### config.mk
export PLATFORM = sky130hd
export DESIGN_NAME = heartbeat_stall_watchdog
export DESIGN_NICKNAME = d
export VERILOG_FILES = /design/src/rtl/hsw_pkg.sv /design/src/rtl/heartbeat_stall_watchdog.sv
export SDC_FILE = /design/constraint.sdc
export NUM_CORES = 1
export LEC_CHECK = 0
export BUFFER_PORTS_ARGS = -buffer_cell sky130_fd_sc_hd__clkbuf_2
export CAP_MARGIN = 10
export CORE_MARGIN = 8
export CORE_UTILIZATION = 31
export CTS_CLUSTER_SIZE = 20
export DETAILED_ROUTE_END_ITERATION = 16
export GPL_TIMING_DRIVEN = 0
export PLACE_DENSITY = 0.57
export SLEW_MARGIN = 15
export SYNTH_ARGS = -nofsm -noshare
export SYNTH_HDL_FRONTEND = slang
export SYNTH_SLANG_ARGS = --single-unit
### constraint.sdc
create_clock -name clk -period 10.6 [get_ports clk]
set_input_delay 2.12 -clock clk [delete_from_list [all_inputs] [get_ports clk]]
set_output_delay 2.12 -clock clk [all_outputs]
set_load 0.03 [all_outputs]
### src/rtl/hsw_pkg.sv
// Shared types and constants for the heartbeat stall watchdog.
`timescale 1ns / 1ps

package hsw_pkg;

	localparam int TimeBits  = 40;
	localparam int CountBits = 8;
	localparam int AddrBits  = 5;
	localparam int DataBits  = 64;

	localparam logic [TimeBits-1:0]  ThresholdReset = TimeBits'(5000);
	localparam logic [TimeBits-1:0]  IntervalReset  = TimeBits'(10000);
	localparam logic [CountBits-1:0] MaxCountReset  = CountBits'(4);

	typedef enum logic [0:0] {
		OP_HEARTBEAT = 1'b0,
		OP_POLL      = 1'b1
	} op_t;

	typedef enum logic [1:0] {
		KIND_NONE      = 2'd0,
		KIND_SAMPLE    = 2'd1,
		KIND_RECOVERED = 2'd2
	} kind_t;

	typedef enum logic [1:0] {
		REG_THRESHOLD = 2'd0,
		REG_INTERVAL  = 2'd1,
		REG_MAX_COUNT = 2'd2
	} reg_idx_t;

endpackage

### src/rtl/heartbeat_stall_watchdog.sv
// Heartbeat stall watchdog: input stage, decision logic, result register and APB registers.
//
// Channel   Direction  Handshake                   Payload
// item      in         item_valid / item_stall     operation, now_ms, suppress
// result    out        result_valid / result_stall report_kind, stalled_ms, sample_number,
//                                                  recovered_after_ms
// apb       in         psel, penable, pwrite       paddr, pwdata, prdata (pready tied high)
//
// One item per cycle unless results stall; results register as items leave the input stage.
// The watchdog state is updated when the item leaves the input stage, so the next item
// in that stage already sees it.
// A stalled result holds the input stage; the item channel stalls only while that stage is full.
// Reset disarms the watchdog and loads the register defaults; no clearing pass is needed.
`timescale 1ns / 1ps

module heartbeat_stall_watchdog (
	input  logic                                 clk,
	input  logic                                 arst_n,
	input  logic                                 item_valid,
	output logic                                 item_stall,
	input  logic                                 operation,
	input  logic [hsw_pkg::TimeBits-1:0]         now_ms,
	input  logic                                 suppress,
	output logic                                 result_valid,
	input  logic                                 result_stall,
	output logic [1:0]                           report_kind,
	output logic [hsw_pkg::TimeBits-1:0]         stalled_ms,
	output logic [hsw_pkg::CountBits-1:0]        sample_number,
	output logic [hsw_pkg::TimeBits-1:0]         recovered_after_ms,
	input  logic                                 psel,
	input  logic                                 penable,
	input  logic                                 pwrite,
	input  logic [hsw_pkg::AddrBits-1:0]         paddr,
	input  logic [hsw_pkg::DataBits-1:0]         pwdata,
	output logic [hsw_pkg::DataBits-1:0]         prdata,
	output logic                                 pready
);

	localparam int TB = hsw_pkg::TimeBits;
	localparam int CB = hsw_pkg::CountBits;

	// Configuration registers
	logic [TB-1:0] threshold_q;
	logic [TB-1:0] interval_q;
	logic [CB-1:0] max_count_q;
	hsw_pkg::reg_idx_t reg_idx;
	logic          cfg_write;

	// Watchdog state
	logic [TB-1:0] last_beat_q;
	logic          in_stall_q;
	logic [TB-1:0] origin_q;
	logic [TB-1:0] next_time_q;
	logic [CB-1:0] count_q;

	// Input stage
	logic          valid_s1;
	logic          op_s1;
	logic [TB-1:0] now_s1;
	logic          sup_s1;

	// Result register
	logic          res_valid_q;
	hsw_pkg::kind_t kind_q;
	logic [TB-1:0] stalled_q;
	logic [CB-1:0] number_q;
	logic [TB-1:0] recov_q;

	logic          advance;
	logic          take;

	// Next-state and result values
	hsw_pkg::kind_t kind_d;
	logic [TB-1:0] stalled_d;
	logic [CB-1:0] number_d;
	logic [TB-1:0] recov_d;
	logic [TB-1:0] last_beat_d;
	logic          in_stall_d;
	logic [TB-1:0] origin_d;
	logic [TB-1:0] next_time_d;
	logic [CB-1:0] count_d;

	logic [TB-1:0] age;
	logic [TB:0]   next_sum;
	logic [TB-1:0] next_sat;
	logic [CB-1:0] eff_count;
	logic [TB-1:0] eff_next;
	logic [CB-1:0] count_inc;

	assign advance    = valid_s1 && !(res_valid_q && result_stall);
	assign item_stall = valid_s1 && !advance;
	assign take       = item_valid && !item_stall;

	assign result_valid       = res_valid_q;
	assign report_kind        = kind_q;
	assign stalled_ms         = stalled_q;
	assign sample_number      = number_q;
	assign recovered_after_ms = recov_q;

	assign pready    = 1'b1;
	assign reg_idx   = hsw_pkg::reg_idx_t'(paddr[4:3]);
	assign cfg_write = psel && penable && pwrite;

	always_comb begin
		case (reg_idx)
			hsw_pkg::REG_THRESHOLD: prdata = {{(hsw_pkg::DataBits-TB){1'b0}}, threshold_q};
			hsw_pkg::REG_INTERVAL:  prdata = {{(hsw_pkg::DataBits-TB){1'b0}}, interval_q};
			hsw_pkg::REG_MAX_COUNT: prdata = {{(hsw_pkg::DataBits-CB){1'b0}}, max_count_q};
			default:                prdata = '0;
		endcase
	end

	assign age       = (now_s1 > last_beat_q) ? (now_s1 - last_beat_q) : '0;
	assign next_sum  = {1'b0, now_s1} + {1'b0, interval_q};
	assign next_sat  = next_sum[TB] ? {TB{1'b1}} : next_sum[TB-1:0];
	assign eff_count = in_stall_q ? count_q : '0;
	assign eff_next  = in_stall_q ? next_time_q : now_s1;
	assign count_inc = eff_count + CB'(1);

	always_comb begin
		kind_d      = hsw_pkg::KIND_NONE;
		stalled_d   = '0;
		number_d    = '0;
		recov_d     = '0;
		last_beat_d = last_beat_q;
		in_stall_d  = in_stall_q;
		origin_d    = origin_q;
		next_time_d = next_time_q;
		count_d     = count_q;
		if (op_s1 == hsw_pkg::OP_HEARTBEAT) begin
			last_beat_d = now_s1;
		end else if (last_beat_q == '0) begin
			// Not armed: nothing to report, nothing changes.
		end else if (in_stall_q && last_beat_q != origin_q) begin
			in_stall_d = 1'b0;
			kind_d     = hsw_pkg::KIND_RECOVERED;
			recov_d    = last_beat_q - origin_q;
		end else if (age >= threshold_q && !sup_s1) begin
			in_stall_d = 1'b1;
			if (!in_stall_q) begin
				origin_d = last_beat_q;
			end
			if (eff_count < max_count_q && now_s1 >= eff_next) begin
				count_d     = count_inc;
				next_time_d = next_sat;
				kind_d      = hsw_pkg::KIND_SAMPLE;
				stalled_d   = age;
				number_d    = count_inc;
			end else begin
				count_d     = eff_count;
				next_time_d = eff_next;
			end
		end
	end

	always_ff @(posedge clk or negedge arst_n) begin
		if (!arst_n) begin
			threshold_q <= hsw_pkg::ThresholdReset;
			interval_q  <= hsw_pkg::IntervalReset;
			max_count_q <= hsw_pkg::MaxCountReset;
			last_beat_q <= '0;
			in_stall_q  <= 1'b0;
			origin_q    <= '0;
			next_time_q <= '0;
			count_q     <= '0;
			valid_s1    <= 1'b0;
			res_valid_q <= 1'b0;
		end else begin
			if (cfg_write) begin
				case (reg_idx)
					hsw_pkg::REG_THRESHOLD: threshold_q <= pwdata[TB-1:0];
					hsw_pkg::REG_INTERVAL:  interval_q  <= pwdata[TB-1:0];
					hsw_pkg::REG_MAX_COUNT: max_count_q <= pwdata[CB-1:0];
					default: ;
				endcase
			end
			if (advance) begin
				last_beat_q <= last_beat_d;
				in_stall_q  <= in_stall_d;
				origin_q    <= origin_d;
				next_time_q <= next_time_d;
				count_q     <= count_d;
			end
			if (take) begin
				valid_s1 <= 1'b1;
			end else if (advance) begin
				valid_s1 <= 1'b0;
			end
			if (advance) begin
				res_valid_q <= 1'b1;
			end else if (!result_stall) begin
				res_valid_q <= 1'b0;
			end
		end
	end

	always_ff @(posedge clk) begin
		if (take) begin
			op_s1  <= operation;
			now_s1 <= now_ms;
			sup_s1 <= suppress;
		end
		if (advance) begin
			kind_q    <= kind_d;
			stalled_q <= stalled_d;
			number_q  <= number_d;
			recov_q   <= recov_d;
		end
	end

	// A sample leaves an open stall with a nonzero count behind it.
	assert property (@(posedge clk) disable iff (!arst_n)
		advance && kind_d == hsw_pkg::KIND_SAMPLE |=> in_stall_q && count_q != '0)
		else $error("sample issued without an open stall");

	// Recovery closes the stall.
	assert property (@(posedge clk) disable iff (!arst_n)
		advance && kind_d == hsw_pkg::KIND_RECOVERED |=> !in_stall_q)
		else $error("stall still open after recovery");

	// The item channel stalls only while the input stage holds a transaction.
	assert property (@(posedge clk) disable iff (!arst_n)
		item_stall |-> valid_s1 && res_valid_q && result_stall)
		else $error("item stall without a blocked input stage");

	// Only a sample carries a sample number.
	assert property (@(posedge clk) disable iff (!arst_n)
		res_valid_q && kind_q != hsw_pkg::KIND_SAMPLE |-> number_q == '0)
		else $error("sample number on a non-sample result");

endmodule

==> impl_metrics.py, run 1 <==
metrics = {
    "run_status": {
        "status": "complete, no violations",
    },
    "placed_design": {
        "io_buffers": 220,
        "place_ws_ns": 3.16,
        "post_dp_cell_area_mm2": 0.0258,
        "place.gp.congestion": 0.932,
        "dp_hpwl_um": 64000,
        "post-place-cells": 3768,
    },
    "flow_run": {
        "drv_cap": 0,
    },
    "die": {
        "core.rowCount": 100,
        "initial_core_util_pct": 31.4,
        "dieHeight_um": 290,
        "io_pins": 275,
        "fp.dieW_um": 290,
        "die-area_mm2": 0.0843,
        "fp.coreArea_mm2": 0.0744,
    },
    "pwr": {
        "p_leak_nw": 12.5,
        "cellPowerDensity_mw_per_mm2": 233,
        "power_frac_comb_pct": 44.8,
        "p_sw_mw": 2.63,
        "p_int_mw": 3.76,
        "ir_worst_vdd_mv": 0.121,
        "power_frac_clock_pct": 25.0,
        "p_seq_share_pct": 30.2,
        "switching_share_pct": 41.2,
    },
    "final_layout": {
        "drive_above_1_share_pct": 14.8,
        "fin_area_mm2": 0.0274,
        "fin_cells": 3850,
        "area_delta_synth_final_pct": 17.3,
        "final_net_count": 3173,
    },
    "yosys": {
        "syn_area_per_cell_um2": 9.14,
        "synth.area.top_cells": "dfrtp_1, edfxtp_1, ha_1",
        "yosysMostFrequentCell": "nand2_1",
        "yosysTopAreaCell": "dfrtp_1",
        "syn_area_mm2": 0.0233,
        "ys_seq_area_share_pct": 40.5,
        "synth_edf_count": 132,
        "synthFlopType": "dfrtp_1",
        "ys_types": 87,
        "synthArstFlopShare_pct": 62.4,
        "synth_seq_cells": 351,
        "synthTopCellsByCount": "nand2_1, nor2_1, dfrtp_1, ha_1, inv_1",
        "ys_warn_count": 0,
        "syn_inst": 2553,
        "netlist.area_leader.share_pct": 22.3,
    },
    "sta": {
        "fin_tns_setup_ns": 0,
        "slew_violations": 0,
        "finClkSkew_ns": 0.0326,
        "rsz0062_at_grt": "false",
        "hold_violations": 0,
        "finalCriticalPeriod_ns": 7.54,
        "fmax_mhz": 133,
        "tightest_slew_ns": 1.17,
        "setup_ws_ns": 3.06,
        "setup_viol": 0,
        "whs_ns": 0.477,
        "slew_headroom_pct": 20.8,
        "finalCritPeriodShare_pct": 71.1,
    },
    "routing": {
        "wl_per_cell_um": 20.7,
        "drtPass1Iterations": 7,
        "via_per_inst": 5.13,
        "ant_nets": 0,
        "drt-total-wl_um": 79800,
        "dr.first_iter.drc_count": 1393,
        "drc": 0,
        "vias": 19700,
    },
    "clocking": {
        "cts.sinks": 351,
        "postCtsHoldBufs": 0,
        "path_clk_slew_ns": 0.06,
        "htreeDepth": 2,
        "post_cts_buffers": 0,
        "cts_inserted_buffers": 44,
        "cts_tree": "yes",
        "cts_root_buf": "clkbuf_16",
        "cts_resized": 0,
        "clock_latency_ns": 0.60,
        "clockBufferDepth": 3,
    },
    "global_routing": {
        "grt_pass1_vias": 19600,
        "grt_max_degree": 89,
        "grt_first_pass_wirelength_um": 120000,
        "gr-usage-all-layers_pct": 18.2,
        "antenna_found_initial": 3,
        "grt_overflow_total": 0,
    },
    "worst_hold_path": {
        "min_path_type": "register to register",
        "hold_path_depth": 1,
    },
    "setup_path": {
        "cp-start-kind": "register",
        "cp.required_ns": 10.90,
        "cpPeakStageDelay_ns": 0.61,
        "reg2regPathDepth": 23,
        "cp_max_fo": 10,
        "crit_type": "register to register",
        "crit_cells": 23,
        "path_delay_family": "compound AO/OA/AOI/OAI gates",
        "rrSetupSlack_ns": 3.06,
        "worstPathCellList": "inv_1 -> ha_1 -> inv_1 -> fa_1 -> a21oi_1 -> o21ai_1 -> a21oi_1 -> o21ai_2 -> a41oi_1 -> o21ai_1 -> o21bai_2 -> buf_2 -> nor2_1 -> ha_1 -> nand4_1 -> nor4_2 -> a31oi_1 -> a2111oi_4 -> nor2_2 -> nor3_4 -> nand2_1 -> buf_4 -> nor3_1",
        "cp.arrival_ns": 7.84,
        "cp_num_buf_inv": 4,
        "cpMaxStageDelayCell": "o21bai_2",
        "critPathCaptureType": "register",
    },
}
## logic make-up after synthesis
family / Yosys count / synth area share, %
AOI/OAI and AO/OA: 685 / 18.1
xor gates and xnor gates: 89 / 3.34
adders and majority gates: 210 / 11.4
buffers and inverters: 310 / 5.58
DFF: 351 / 40.5
muxes: 132 / 5.93
other: 2 / 0.0322
and+or+nand+nor: 774 / 15.2
## metal layers
layer,vias up,part of all wire (%),GRT usage (%)
met5,-,0.016,0
met4,2,2.5,4.75
met3,96,5.5,3.44
met2,531,45,29.7
met1,9423,47,24.8
li1,9683,-,-
## path summary, 6_finish.rpt
kind | from | end
min in group asynchronous | arst_n | interval_q[28]$_DFFE_PN0P_
hold reg to reg | valid_s1$_DFFE_PN0P_ | result_valid$_DFFE_PN0P_
max in group asynchronous | arst_n | last_beat_q[10]$_DFFE_PN0P_
setup reg to reg | now_s1[0]$_DFFE_PP_ | stalled_ms[17]$_SDFFCE_PP0P_
hold / removal | valid_s1$_DFFE_PN0P_ | result_valid$_DFFE_PN0P_
setup / recovery | now_s1[0]$_DFFE_PP_ | stalled_ms[17]$_SDFFCE_PP0P_
## flip-flops by register name, summed over array words and instances, names as in the netlist
| name | count |
|---|---|
| sup_s1 | 1 |
| stalled_ms | 40 |
| recovered_after_ms | 40 |
| threshold_q | 40 |
| origin_q | 40 |
| in_stall_q | 1 |
| max_count_q | 8 |
| result_valid | 1 |
| last_beat_q | 40 |
| report_kind | 2 |
| op_s1 | 1 |
| interval_q | 40 |
| sample_number | 8 |
| count_q | 8 |
| now_s1 | 40 |
| valid_s1 | 1 |
| next_time_q | 40 |
## final cells by class
cell class | count | area [um2]
clock buffers | 59 | 1260
clock inverters | 22 | 274
diodes | 1 | 2.50
fillers | 7705 | 47100
plain buffers | 123 | 601
multi-input cells | 1915 | 12700
inverters | 187 | 704
repair buffers | 223 | 1190
flip-flops and latches | 351 | 9460
well taps | 969 | 1210
## cells in the final DEF, fill, tap and decap left out, types with 16 or more instances in the layout
| cell | instances |
|---|---|
| nand4_1 | 29 |
| nor2_1 | 210 |
| nor2b_1 | 19 |
| inv_1 | 185 |
| clkbuf_1 | 74 |
| a211oi_1 | 23 |
| xnor2_1 | 48 |
| o211ai_1 | 16 |
| a21oi_1 | 157 |
| mux2i_1 | 81 |
| and3_1 | 29 |
| nand2b_1 | 21 |
| o21a_1 | 16 |
| a21o_1 | 86 |
| dfrtp_1 | 208 |
| ha_1 | 207 |
| conb_1 | 25 |
| nor4_1 | 18 |
| o21ai_1 | 116 |
| o21ai_0 | 155 |
| xor2_1 | 41 |
| buf_4 | 28 |
| edfxtp_1 | 132 |
| clkbuf_16 | 46 |
| nand3_1 | 48 |
| nand2_1 | 291 |
| nor3_1 | 45 |
| mux2_2 | 49 |
| clkbuf_2 | 219 |
| and2_1 | 23 |
## stage by stage
stage                     utilization [%]  power (mW)
after detailed placement             34.7        4.79
after floorplan                         -        4.00
after global routing                 36.8        6.85
final                                36.8        6.39
after CTS                            36.8        6.41
after global placement               34.6        4.76
## worst reg2reg max path: cells and delay by family (launching register included)
kind                     cells  cell delay, ns
adder cells (fa/ha/maj)      3            0.89
buffers and inverters        4            0.84
flip-flops                   1            0.52
AO/OA/AOI/OAI                9            2.95
AND/OR/NAND/NOR              7            2.04
## power groups by stage
stage	sequential, mW	combinational (mW)	clock (mW)
5_1_grt	1.96	3.20	1.68
4_1_cts	1.93	2.85	1.63
6_report	1.93	2.86	1.60
3_5_place_dp	1.95	2.83	0
2_1_floorplan	1.96	2.04	0
3_3_place_gp	1.95	2.81	0
Power figures use the tool's default switching activity.
==> run 2, diff against run 1 <==
--- a/config.mk
+++ b/config.mk
@@ -12,7 +12,7 @@
 export CTS_CLUSTER_SIZE = 20
 export DETAILED_ROUTE_END_ITERATION = 16
 export GPL_TIMING_DRIVEN = 0
-export PLACE_DENSITY = 0.57
+export PLACE_DENSITY = 0.58
 export SLEW_MARGIN = 15
 export SYNTH_ARGS = -nofsm -noshare
 export SYNTH_HDL_FRONTEND = slang
==> constraint.sdc (replaced) <==
create_clock -name clk -period 6.28 [get_ports clk]
set_input_delay 1.256 -clock clk [delete_from_list [all_inputs] [get_ports clk]]
set_output_delay 1.256 -clock clk [all_outputs]
set_load 0.03 [all_outputs]
==> run 2 against run 1 <==
First-iteration DRC count rose by 1.4%. Largest cell class unchanged. Die area unchanged. Sequential power up 69%. Clock power is 70% higher. Highest routed layer is now met4. Critical path type unchanged. Critical endpoint is now stalled_ms[21]$_SDFFCE_PP0P_. Final area is 0.74% higher. Sequential share of layout area down 0.25 points. Total power rose by 70%.
==> impl_metrics.py, run 2 (synthesis gave the netlist of run 1 again) <==
metrics = {
    "sta": {
        "whs_ns": 0.483,
        "fin_tns_setup_ns": 0,
        "finClkSkew_ns": 0.0219,
        "setup_viol": 0,
        "finalCriticalPeriod_ns": 6.05,
        "slew_violations": 0,
        "hold_violations": 0,
        "finalCritPeriodShare_pct": 96.3,
        "tightest_slew_ns": 1.18,
        "fmax_mhz": 165,
        "slew_headroom_pct": 20.4,
    },
    "clocking": {
        "cts_root_buf": "clkbuf_16",
        "path_clk_slew_ns": 0.06,
        "cts_tree": "yes",
        "cts_inserted_buffers": 44,
        "cts.sinks": 351,
        "htreeDepth": 2,
        "postCtsHoldBufs": 0,
        "clock_latency_ns": 0.60,
        "clockBufferDepth": 3,
    },
    "final_layout": {
        "diodes": 0,
        "drive_above_1_share_pct": 15.8,
        "final_cell_mix": "nand2_1, clkbuf_2, dfrtp_1, ha_1, nor2_1",
        "n_fill_cell": 7657,
        "area_delta_synth_final_pct": 18.2,
        "multi_input_area_mm2": 0.0128,
        "fin_util_pct": 37.1,
        "layout_commonest_cell": "nand2_1",
        "final_net_count": 3179,
        "regArea_mm2": 0.00946,
        "fin_area_mm2": 0.0276,
    },
    "global_routing": {
        "grt_util_met3_pct": 3.38,
        "busiest_layer": "met2",
        "grt_max_degree": 90,
        "grt_overflow_total": 0,
        "grt_first_pass_wirelength_um": 121000,
        "gr-usage-all-layers_pct": 18.3,
        "grt_util_met2_pct": 29.6,
        "antenna_found_initial": 1,
        "grt.met1_usage_pct": 25.0,
        "grt_pass1_vias": 19500,
    },
    "flow_run": {
        "drv_cap": 0,
    },
    "worst_hold_path": {
        "min_path_type": "register to register",
    },
    "setup_path": {
        "cpMaxStageDelayCell": "edfxtp_1",
        "cp.arrival_ns": 6.39,
        "cpPeakStageDelay_ns": 0.60,
        "cp.required_ns": 6.62,
        "crit_type": "register to register",
        "cp-start-kind": "register",
        "critPathCaptureType": "register",
        "worstPathCellList": "ha_1 -> and3_1 -> nand4_1 -> or3_1 -> or4_1 -> o21ai_1 -> o21bai_4 -> buf_4 -> nor3_1 -> ha_1 -> nand4_1 -> nor4_4 -> o21a_1 -> a31oi_2 -> a2111oi_4 -> nor2_2 -> nor3_4 -> nand2_1 -> buf_2 -> nor2_1",
        "cp_num_buf_inv": 2,
        "path_delay_family": "simple AND/OR/NAND/NOR gates",
        "cp_max_fo": 10,
    },
    "routing": {
        "drc": 0,
        "drt-total-wl_um": 79700,
        "drtPass1Iterations": 5,
        "via_per_inst": 5.14,
        "wl_per_cell_um": 20.7,
        "dr.first_iter.drc_count": 1412,
        "ant_nets": 0,
        "vias": 19800,
    },
    "placed_design": {
        "place.gp.congestion": 0.939,
        "dp_hpwl_um": 63600,
        "io_buffers": 220,
        "post_dp_cell_area_mm2": 0.0258,
    },
    "die": {
        "fp.coreArea_mm2": 0.0744,
        "io_pins": 275,
        "initial_core_util_pct": 31.4,
        "core.rowCount": 100,
        "fp.dieW_um": 290,
        "die-area_mm2": 0.0843,
        "dieHeight_um": 290,
    },
    "run_status": {
        "status": "complete, no violations",
    },
    "pwr": {
        "power_mw": 10.9,
        "cellPowerDensity_mw_per_mm2": 394,
        "ir_worst_vdd_mv": 0.202,
        "p_leak_nw": 12.6,
    },
}
==> run 2: area by class of cell <==
cell class / instances / area share, %
Inverter: 187 / 2.55
Tap cell: 969 / 4.39
Clock buffer: 61 / 4.67
Buffer: 122 / 2.23
Timing Repair Buffer: 230 / 4.56
Clock inverter: 21 / 0.912
Multi-Input combinational cell: 1915 / 46.4
Sequential cell: 351 / 34.3
==> run 2: report_power, final <==
group	total (mW)	switching (mW)	leakage, nW	internal, mW
registers	3.26	0.337	3.92	2.92
clock network	2.72	1.07	0.754	1.64
logic	4.90	3.07	7.91	1.83
==> run 2: metal layers <==
layer / routed length, um / up-vias
li1: - / 9673
met1: 36500 / 9502
met2: 36300 / 561
met3: 4800 / 102
met4: 2060 / 0
met5: 0 / -
==> run 2: final timing paths <==
check                      slack (ns)                           end                   startpoint  cells past startpoint
min                              0.48   next_time_q[13]$_DFFE_PN0P_  next_time_q[13]$_DFFE_PN0P_                      2
max                              0.23  stalled_ms[21]$_SDFFCE_PP0P_         now_s1[29]$_DFFE_PP_                     20
max in group asynchronous        4.42       origin_q[6]$_DFFE_PN0P_                       arst_n                      3
min reg2reg                      0.48   next_time_q[13]$_DFFE_PN0P_  next_time_q[13]$_DFFE_PN0P_                      2
max reg2reg                      0.23  stalled_ms[21]$_SDFFCE_PP0P_         now_s1[29]$_DFFE_PP_                     20
min in group asynchronous        0.61    interval_q[28]$_DFFE_PN0P_                       arst_n                      1
==> run 2: repair_timing <==
item | CTS | global route
gates resized for setup | 17 | 22
hold endpoints to repair | 0 | 0
setup endpoints to repair | 137 | 130
pin swaps | 3 | 5
buffers inserted | 3 | 4
==> run 2: worst min-delay path, cell delays in order, from the launching register on <==
cell and delay (ns):
dfrtp_1 0.34, nand2_1 0.05, o21ai_1 0.06
==> run 2: per-stage QoR <==
step | instances | setup slack (ns)
6_report | 3856 | 0.233
5_1_grt | 3856 | -0.000674
4_1_cts | 3853 | 0.000777
3_5_place_dp | 3768 | -1.05
3_3_place_gp | 3765 | -1.03
2_1_floorplan | 2576 | 1.06
==> run 3, diff against run 2 <==
--- a/config.mk
+++ b/config.mk
@@ -8,11 +8,10 @@
 export BUFFER_PORTS_ARGS = -buffer_cell sky130_fd_sc_hd__clkbuf_2
 export CAP_MARGIN = 10
 export CORE_MARGIN = 8
-export CORE_UTILIZATION = 31
+export CORE_UTILIZATION = 40
 export CTS_CLUSTER_SIZE = 20
 export DETAILED_ROUTE_END_ITERATION = 16
-export GPL_TIMING_DRIVEN = 0
-export PLACE_DENSITY = 0.58
+export PLACE_DENSITY = 0.7
 export SLEW_MARGIN = 15
 export SYNTH_ARGS = -nofsm -noshare
 export SYNTH_HDL_FRONTEND = slang
==> run 3 against run 2 <==
Via count fell by 1.5%. Non-clock buffer count fell by 79. Count of clock-buffer cells in the layout fell by 7. Critical path depth did not move. Maximum frequency rose by 1.3%. Final area fell by 2.9%. Core utilization rose by 9.4 points. Final cell count fell by 7.5%. Clock power fell by 9.2%. Global-route usage rose by 2.0 points. Combinational power fell by 3%. Clock skew fell by 0.0023 ns. Largest power group unchanged. Highest routed layer unchanged.
==> impl_metrics.py, run 3 (synthesis gave the netlist of run 1 again) <==
metrics = {
    "run_status": {
        "status": "complete, no violations",
    },
    "sta": {
        "fin_tns_setup_ns": 0,
        "setup_viol": 0,
        "finalCriticalPeriod_ns": 5.97,
        "setup_ws_ns": 0.309,
        "tightest_slew_ns": 1.03,
        "whs_ns": 0.483,
        "finClkSkew_ns": 0.0196,
        "hold_violations": 0,
        "finalCritPeriodShare_pct": 95.1,
        "slew_headroom_pct": 30.4,
        "fmax_mhz": 167,
        "rsz0062_at_grt": "false",
        "slew_violations": 0,
    },
    "placed_design": {
        "place.gp.congestion": 0.945,
        "post_dp_cell_area_mm2": 0.0254,
        "place_ws_ns": 0.349,
        "io_buffers": 222,
        "dp_hpwl_um": 54700,
    },
    "setup_path": {
        "reg2regPathDepth": 20,
        "worstPathCellList": "ha_1 -> and4_1 -> nand2_1 -> o211ai_1 -> nor2b_1 -> a21oi_1 -> a21oi_1 -> a211oi_1 -> nor3_1 -> nor3_1 -> ha_1 -> nand4_1 -> or4_1 -> o21a_1 -> a21oi_2 -> nor2_2 -> nor3_4 -> nand2_1 -> buf_4 -> nor2_1",
        "cpPeakStageDelay_ns": 0.68,
        "cp.arrival_ns": 6.32,
        "crit_type": "register to register",
        "r2r-end": "stalled_ms[21]$_SDFFCE_PP0P_",
        "cpMaxStageDelayCell": "or4_1",
        "r2r-start": "now_s1[15]$_DFFE_PP_",
        "rrSetupSlack_ns": 0.31,
        "cp_max_fo": 23,
        "cp-start-kind": "register",
        "cp.required_ns": 6.63,
        "critPathCaptureType": "register",
    },
    "global_routing": {
        "grt_util_met3_pct": 3.74,
        "grt_pass1_vias": 18700,
        "antenna_found_initial": 0,
        "busiest_layer": "met2",
        "grt_max_degree": 86,
        "gr-usage-all-layers_pct": 20.3,
        "grt_first_pass_wirelength_um": 108000,
        "grt_util_met2_pct": 31.9,
        "grt_overflow_total": 0,
        "grt.met1_usage_pct": 28.9,
    },
    "worst_hold_path": {
        "hold_start": "next_time_q[3]$_DFFE_PN0P_",
        "min_path_type": "register to register",
        "hold_path_depth": 2,
        "min_delay_worst_endpoint": "next_time_q[3]$_DFFE_PN0P_",
    },
    "die": {
        "die-area_mm2": 0.0663,
        "fp.dieW_um": 258,
        "io_pins": 275,
        "dieHeight_um": 258,
        "fp.coreArea_mm2": 0.0577,
        "initial_core_util_pct": 40.5,
        "core.rowCount": 88,
    },
    "final_layout": {
        "final_cell_mix": "nand2_1, clkbuf_2, nor2_1, ha_1, dfrtp_1",
        "area_delta_synth_final_pct": 14.7,
        "n_fill_cell": 5566,
        "diodes": 0,
        "fin_area_mm2": 0.0268,
        "regArea_mm2": 0.00946,
        "final_net_count": 3098,
        "drive_above_1_share_pct": 15.3,
        "multi_input_area_mm2": 0.0127,
        "layout_commonest_cell": "nand2_1",
    },
    "pwr": {
        "power_frac_clock_pct": 23.5,
        "ir_worst_vdd_mv": 0.196,
        "cellPowerDensity_mw_per_mm2": 392,
        "p_leak_nw": 12.3,
        "switching_share_pct": 40.9,
        "p_seq_share_pct": 31.0,
        "p_sw_mw": 4.30,
        "p_int_mw": 6.21,
        "power_frac_comb_pct": 45.4,
    },
    "routing": {
        "via_per_inst": 5.48,
        "drtPass1Iterations": 5,
        "drc": 0,
        "dr.first_iter.drc_count": 1577,
        "vias": 19500,
        "wl_per_cell_um": 19.6,
        "ant_nets": 0,
        "drt-total-wl_um": 70000,
    },
    "clocking": {
        "path_clk_slew_ns": 0.06,
        "clock_latency_ns": 0.57,
        "cts_tree": "yes",
        "cts.sinks": 351,
        "postCtsHoldBufs": 0,
        "clockBufferDepth": 3,
        "htreeDepth": 2,
        "cts_root_buf": "clkbuf_16",
        "cts_inserted_buffers": 41,
    },
    "flow_run": {
        "drv_cap": 0,
    },
}
run 3: worst max-delay path by stage:
| stage | start | cells after the start | endpoint | slack (ns) |
|---|---|---|---|---|
| final | now_s1[15]$_DFFE_PP_ | 20 | stalled_ms[21]$_SDFFCE_PP0P_ | 0.31 |
| after global routing | now_s1[15]$_DFFE_PP_ | 21 | origin_q[30]$_DFFE_PN0P_ | 0.04 |
| after CTS | now_s1[0]$_DFFE_PP_ | 23 | next_time_q[28]$_DFFE_PN0P_ | 0.33 |
| after detailed placement | now_s1[0]$_DFFE_PP_ | 23 | count_q[7]$_DFFE_PN0P_ | 0.35 |
| after global placement | now_s1[0]$_DFFE_PP_ | 22 | stalled_ms[39]$_SDFFCE_PP0P_ | 0.39 |
| after floorplan | now_s1[0]$_DFFE_PP_ | 22 | next_time_q[19]$_DFFE_PN0P_ | 1.06 |
run 3: timing repair:
action                     4_1_cts  5_1_grt
setup endpoints to repair        0       53
setup buffers                    0        1
resized for setup                0        4
run 3: metrics by stage:
| stage | power [mW] | utilization (%) | instances |
|---|---|---|---|
| finish | 10.5 | 46.4 | 3567 |
| global route | 11.2 | 46.4 | 3567 |
| CTS | 10.5 | 46.4 | 3565 |
| detailed placement | 8.00 | 43.9 | 3490 |
| global placement | 7.93 | 43.9 | 3490 |
| floorplan | 6.75 | - | 2576 |
run 3: layout make-up:
| class | instances | area share (%) |
|---|---|---|
| clock inverter | 21 | 0.981 |
| tap | 765 | 3.57 |
| sequential | 351 | 35.3 |
| timing repair buffer | 273 | 5.76 |
| inverter | 187 | 2.63 |
| clock buffer | 54 | 4.20 |
| multi-input combinational | 1916 | 47.5 |
run 3: worst max-delay path, delay by kind of cell (launching register included):
kind / cells / cell delay, ns
compound gates: 6 / 1.49
fa+ha+maj: 2 / 0.83
buf+inv: 1 / 0.23
flops: 1 / 0.58
simple gates: 11 / 2.60
run 3: per-layer routing:
layer | share of wire (%) | vias to the layer above
met2 | 44 | 640
li1 | - | 9542
met5 | 0 | -
met1 | 46 | 9258
met4 | 2.4 | 0
met3 | 7.2 | 95
run 3: power by group through the flow:
stage,Clock [mW],Combinational (mW),Sequential (mW)
finish,2.47,4.77,3.26
detailed placement,0,4.70,3.30
global route,2.62,5.29,3.32
floorplan,0,3.44,3.31
global placement,0,4.65,3.28
CTS,2.53,4.72,3.26
